<file path="src/ksie_pkg.sv">
`timescale 1ns / 1ps
// ----------------------------------------------------------------------------
// ksie_pkg
// Shared codes and constants of the keyed sequence index engine.
// ----------------------------------------------------------------------------
package ksie_pkg;

  localparam logic [2:0] FUNC_INSERT = 3'd0;
  localparam logic [2:0] FUNC_LOOKUP = 3'd1;
  localparam logic [2:0] FUNC_UPDATE = 3'd2;
  localparam logic [2:0] FUNC_DELETE = 3'd3;
  localparam logic [2:0] FUNC_INVAL  = 3'd4;

  localparam logic [1:0] ST_OK        = 2'd0;
  localparam logic [1:0] ST_NOT_FOUND = 2'd1;
  localparam logic [1:0] ST_DIR_FULL  = 2'd2;
  localparam logic [1:0] ST_CAP_ERR   = 2'd3;

  localparam logic [31:0] FNV_BASIS = 32'h811c9dc5;
  localparam logic [31:0] FNV_PRIME = 32'h01000193;

  // key bytes, little endian: rel_id, attr_num, group_low, group_high
  localparam int unsigned KEY_BYTES = 22;
  localparam int unsigned KEY_W     = 8 * KEY_BYTES;
  // entry word: offset over cache bits
  localparam int unsigned ENT_W     = 40;

endpackage

</file>
<file path="src/ksie_hash.sv">
`timescale 1ns / 1ps
// ----------------------------------------------------------------------------
// ksie_hash
// Byte-serial FNV-1a over the key, then a remainder by DIR_SLOTS through a
// reciprocal multiply.
// ----------------------------------------------------------------------------
module ksie_hash import ksie_pkg::*; #(
  parameter int unsigned DIR_SLOTS = 256
) (
  input  logic                   clk_i,
  input  logic                   rst_ni,
  input  logic                   start_i,
  input  logic [KEY_W-1:0]       key_i,
  output logic                   done_o,
  output logic [(DIR_SLOTS > 1 ? $clog2(DIR_SLOTS) : 1)-1:0] home_o
);

  localparam int unsigned IDX_W = (DIR_SLOTS > 1) ? $clog2(DIR_SLOTS) : 1;
  // floor(h / DIR_SLOTS) == (h * RECIP) >> SH_W for every 32-bit h
  localparam int unsigned SH_W  = 32 + ((DIR_SLOTS > 1) ? $clog2(DIR_SLOTS) : 0);
  localparam logic [32:0] RECIP = 33'(((64'd1 << SH_W) / 64'(DIR_SLOTS)) + 64'd1);

  typedef enum logic [1:0] {H_IDLE, H_MIX, H_MUL, H_RED} hst_e;

  hst_e             hst_q;
  logic [4:0]       cnt_q;
  logic [31:0]      h_q;
  logic [64:0]      prod_q;
  logic [IDX_W-1:0] r_q;
  logic             done_q;

  logic [7:0]       byte_b;
  logic [31:0]      mixed;
  logic [31:0]      h_mul;
  logic [31:0]      quo;
  logic [31:0]      rem;

  assign byte_b = key_i[{cnt_q, 3'b000} +: 8];
  assign mixed  = h_q ^ {24'h0, byte_b};
  assign h_mul  = mixed * FNV_PRIME;
  assign quo    = 32'(prod_q >> SH_W);
  assign rem    = h_q - (quo * 32'(DIR_SLOTS));

  always_ff @(posedge clk_i or negedge rst_ni) begin
    if (!rst_ni) begin
      hst_q  <= H_IDLE;
      cnt_q  <= '0;
      h_q    <= '0;
      prod_q <= '0;
      r_q    <= '0;
      done_q <= 1'b0;
    end else begin
      done_q <= 1'b0;
      case (hst_q)
        H_IDLE: begin
          if (start_i) begin
            h_q   <= FNV_BASIS;
            cnt_q <= '0;
            hst_q <= H_MIX;
          end
        end
        H_MIX: begin
          h_q <= h_mul;
          if (cnt_q == 5'(KEY_BYTES - 1)) begin
            hst_q <= H_MUL;
          end else begin
            cnt_q <= cnt_q + 5'd1;
          end
        end
        H_MUL: begin
          prod_q <= 65'(h_q) * 65'(RECIP);
          hst_q  <= H_RED;
        end
        H_RED: begin
          r_q    <= rem[IDX_W-1:0];
          done_q <= 1'b1;
          hst_q  <= H_IDLE;
        end
        default: hst_q <= H_IDLE;
      endcase
    end
  end

  assign done_o = done_q;
  assign home_o = r_q;

endmodule

</file>
<file path="config.mk">
export PLATFORM = sky130hd
export DESIGN_NAME = ksie_hash
export DESIGN_NICKNAME = d
export VERILOG_FILES = /design/src/ksie_pkg.sv /design/src/ksie_hash.sv
export SDC_FILE = /design/constraint.sdc
export NUM_CORES = 1
export LEC_CHECK = 0
export BUFFER_PORTS_ARGS = -buffer_cell sky130_fd_sc_hd__buf_2
export CAP_MARGIN = 10
export CELL_PAD_IN_SITES_DETAIL_PLACEMENT = 1
export CELL_PAD_IN_SITES_GLOBAL_PLACEMENT = 2
export CORE_AREA = 2 2 109 111
export CTS_CLUSTER_DIAMETER = 50
export DETAILED_ROUTE_END_ITERATION = 7
export DIE_AREA = 0 0 111 113
export GPL_TIMING_DRIVEN = 0
export PLACE_DENSITY = 0.91
export RECOVER_POWER = 25
export SLEW_MARGIN = 20
export SYNTH_ARGS = -nofsm -noshare
export SYNTH_HDL_FRONTEND = slang
export SYNTH_SLANG_ARGS = --single-unit
</file>
<file path="constraint.sdc">
create_clock -name clk_i -period 8.2 [get_ports clk_i]
set_input_delay 0.82 -clock clk_i [delete_from_list [all_inputs] [get_ports clk_i]]
set_output_delay 0.82 -clock clk_i [all_outputs]
set_load 0.1 [all_outputs]
</file>
==> flow_summary.yaml <==
global_routing:
  antenna_found_initial: 0
  grt_max_degree: 25
  overflow: 0
  grt_pass1_vias: 3489
  grt_pass1_wl_um: 18600
  grt.total_usage_pct: 18.5
yosys:
  ys_ff_latch: 24
  synthTopCellsByCount: "36 x mux4_2, 27 x ha_1, 24 x dfrtp_1"
  synth_cells: 271
  async_flop_share_pct: 100
  netlist_area_um2: 3140
  ys_seq_area_share_pct: 19.1
  synth_most_common_cell: "mux4_2"
  synthesis.nets: 478
  synthFlopType: "dfrtp_1"
  yosys.area.top_type: "mux4_2"
  synth-edff-count: 0
  avgSynthCellArea_um2: 11.6
  ys_top_cells_by_area: "mux4_2 26%, dfrtp_1 19%, ha_1 11%, mux2i_1 6.4%, xnor2_1 3.9%"
  yosys_warnings: 0
  synth_top_area_share_pct: 25.8
  synth_cell_type_count: 52
critical_path:
  cp_num_buf_inv: 4
  start_kind: "register"
  critPathArrivalTime_ns: 5.45
  cp_top_family: "adder cells"
  reg2reg_depth: 20
  cpMostUsedCell: "ha_1"
  worstSetupPathType: "register to register"
  critPathSlowestCell: "mux4_2"
  r2r_end: "h_q[7]$_DFFE_PN0P_"
  r2r_slack_ns: 2.90
  path_cells: "buf_6 -> buf_12 -> buf_6 -> buf_2 -> mux4_2 -> mux4_2 -> nor2b_1 -> a21oi_2 -> xnor2_1 -> ha_1 -> ha_1 -> ha_1 -> ha_1 -> ha_1 -> ha_1 -> a21oi_1 -> xnor2_1 -> xnor2_1 -> xnor3_1 -> o22a_1"
  cp_max_fo: 10
  critPathRequiredTime_ns: 8.35
  slowest_delay_ns: 0.47
  crit_path_start: "cnt_q[1]$_DFFE_PN0P_"
  r2r_start: "cnt_q[1]$_DFFE_PN0P_"
  setup.worst_path.end_class: "register"
sta:
  finalSetupViolCount: 0
  fin_ws_ns: 2.90
  period_share_pct: 64.7
  finalMaxSlewViolations: 0
  fin_crit_ns: 5.30
  hold_violations: 0
  fin_setup_tns_ns: 0
  rsz0062_at_grt: "false"
  timing.fmax_mhz: 189
  finClkSkew_ns: 0.00144
  maxSlewHeadroom_pct: 11.9
  worst_pin_slew_ns: 1.32
power:
  p_sw_mw: 1.16
  pwr-share-seq_pct: 8.5
  clockPowerShare_pct: 4.7
  vdd_drop_max_mv: 0.399
  internal-power_mw: 1.28
  swShare_pct: 47.5
  pwr-share-comb_pct: 86.8
  p_leak_nw: 2.03
  powerDensity_nw_per_um2: 563
layout:
  nets: 670
  seq_area_um2: 601
  multi_input_area_um2: 2370
  stdcell_count: 605
  antenna_cells: 0
  drive_gt1_share_pct: 56.9
  fillCellCount: 1344
  area_delta_synth_final_pct: 38.3
  utilization_pct: 38.5
cts:
  cts-resized-gates: 0
  cts.path.max_buffers: 2
  cts_buffers: 3
  ctsHtreeMaxLevel: 1
  root_buffer: "clkbuf_16"
  cts_setup_buffers: 0
  cts_tree: "yes"
  ctsHoldBuffers: 0
  cts.sinks: 24
  cts.clk_slew.worst_paths_ns: 0.06
  clock_latency_ns: 0.26
route:
  viasPerCell: 5.07
  antenna_left: 0
  drc: 0
  wl_um: 11500
  drt_iter0_drc: 126
  vias: 3070
  avgRoutedWirePerCell_um: 19.0
  firstDrtPassIters: 4
run:
  max_cap_violations: 0
min_path:
  hold_end: "home_o[5]$_DFFE_PN0P_"
  holdPathStages: 1
  worst_hold_path_type: "register to register"
  hold_start: "home_o[5]$_DFFE_PN0P_"
die:
  die-area_um2: 12500
  die_y_um: 113
  initial_core_util_pct: 27.9
  io_pins: 188
  rows: 39
  coreArea_um2: 11300
  die_w_um: 111
placed_design:
  place.detailed.hpwl_um: 9850
  port_buffers: 187
  dpl_worst_slack_ns: 2.89
  gp_congestion: 0.884
  placedCellCount: 601
status:
  status: "completed"
worst max-delay path by stage:
| stage | depth (start not counted) | slack [ns] | end |
|---|---|---|---|
| after floorplan | 18 | 3.45 | h_q[7]$_DFFE_PN0P_ |
| after global placement | 20 | 2.93 | h_q[7]$_DFFE_PN0P_ |
| after detailed placement | 20 | 2.89 | h_q[7]$_DFFE_PN0P_ |
| after CTS | 20 | 2.86 | h_q[7]$_DFFE_PN0P_ |
| after global routing | 20 | 2.65 | h_q[7]$_DFFE_PN0P_ |
| final | 20 | 2.90 | h_q[7]$_DFFE_PN0P_ |
cell families (layout without fill, tap and decap cells):
kind of cell    Yosys count  count (layout)  synth area share [%]
fa+ha+maj                28              28                  11.4
simple gates             54              54                  9.12
xor+xnor                 20              20                  6.26
flops                    24              24                  19.1
buf+inv                  26             217                  5.50
compound gates           52              52                  12.0
mux                      67              67                  36.6
routing by layer:
metal | wire length [µm] | up-vias | share of wire [%] | track usage [%]
met5 | 0 | - | 0 | 0
met4 | 58 | 0 | 0.51 | 1.83
met3 | 516 | 8 | 4.5 | 2.79
met2 | 5870 | 97 | 51 | 34.6
met1 | 5020 | 1512 | 44 | 23.4
li1 | - | 1453 | - | -
placed cells by master, fill, tap and decap left out, types with 4 or more instances in the layout:
cell type	Yosys	layout
xor2_1	4	4
buf_6	5	5
buf_2	8	194
ha_1	27	27
nor2b_1	7	7
inv_1	6	6
nand3_1	4	4
o21ai_0	11	11
dfrtp_1	24	24
nand2_1	16	16
a22oi_1	8	8
a21oi_2	4	4
nor2_1	9	9
mux2i_1	20	20
a32oi_1	4	4
mux2_2	10	10
xnor2_1	14	14
mux4_2	36	36
a21oi_1	5	5
state kept, by name (all words and copies together) (netlist names):
signal	count
home_o	8
done_o	1
cnt_q	5
h_q	8
hst_q	2
power groups by stage:
stage          registers [mW]  logic [mW]  clock network (mW)
2_1_floorplan           0.328        1.53                   0
3_3_place_gp            0.209        2.02                   0
3_5_place_dp            0.211        2.09                   0
4_1_cts                 0.210        2.15               0.119
5_1_grt                 0.216        2.35               0.122
6_report                0.208        2.12               0.115
cell type report:
| cell class | instances | area share, % |
|---|---|---|
| flip-flops and latches | 24 | 13.8 |
| plain buffers | 19 | 3.37 |
| inverters | 7 | 0.605 |
| repair buffers | 187 | 21.5 |
| clock buffers | 4 | 2.05 |
| multi-input cells | 221 | 54.5 |
| well taps | 143 | 4.12 |
per-stage QoR:
| stage | total power [mW] | cell area (µm²) | hold WS, ns |
|---|---|---|---|
| after floorplan | 1.85 | 3140 | 0.486 |
| after global placement | 2.23 | 4260 | 0.491 |
| after detailed placement | 2.31 | 4260 | 0.496 |
| after CTS | 2.47 | 4340 | 0.510 |
| after global routing | 2.69 | 4340 | 0.531 |
| final | 2.44 | 4340 | 0.507 |
Power figures use the tool's default switching activity.
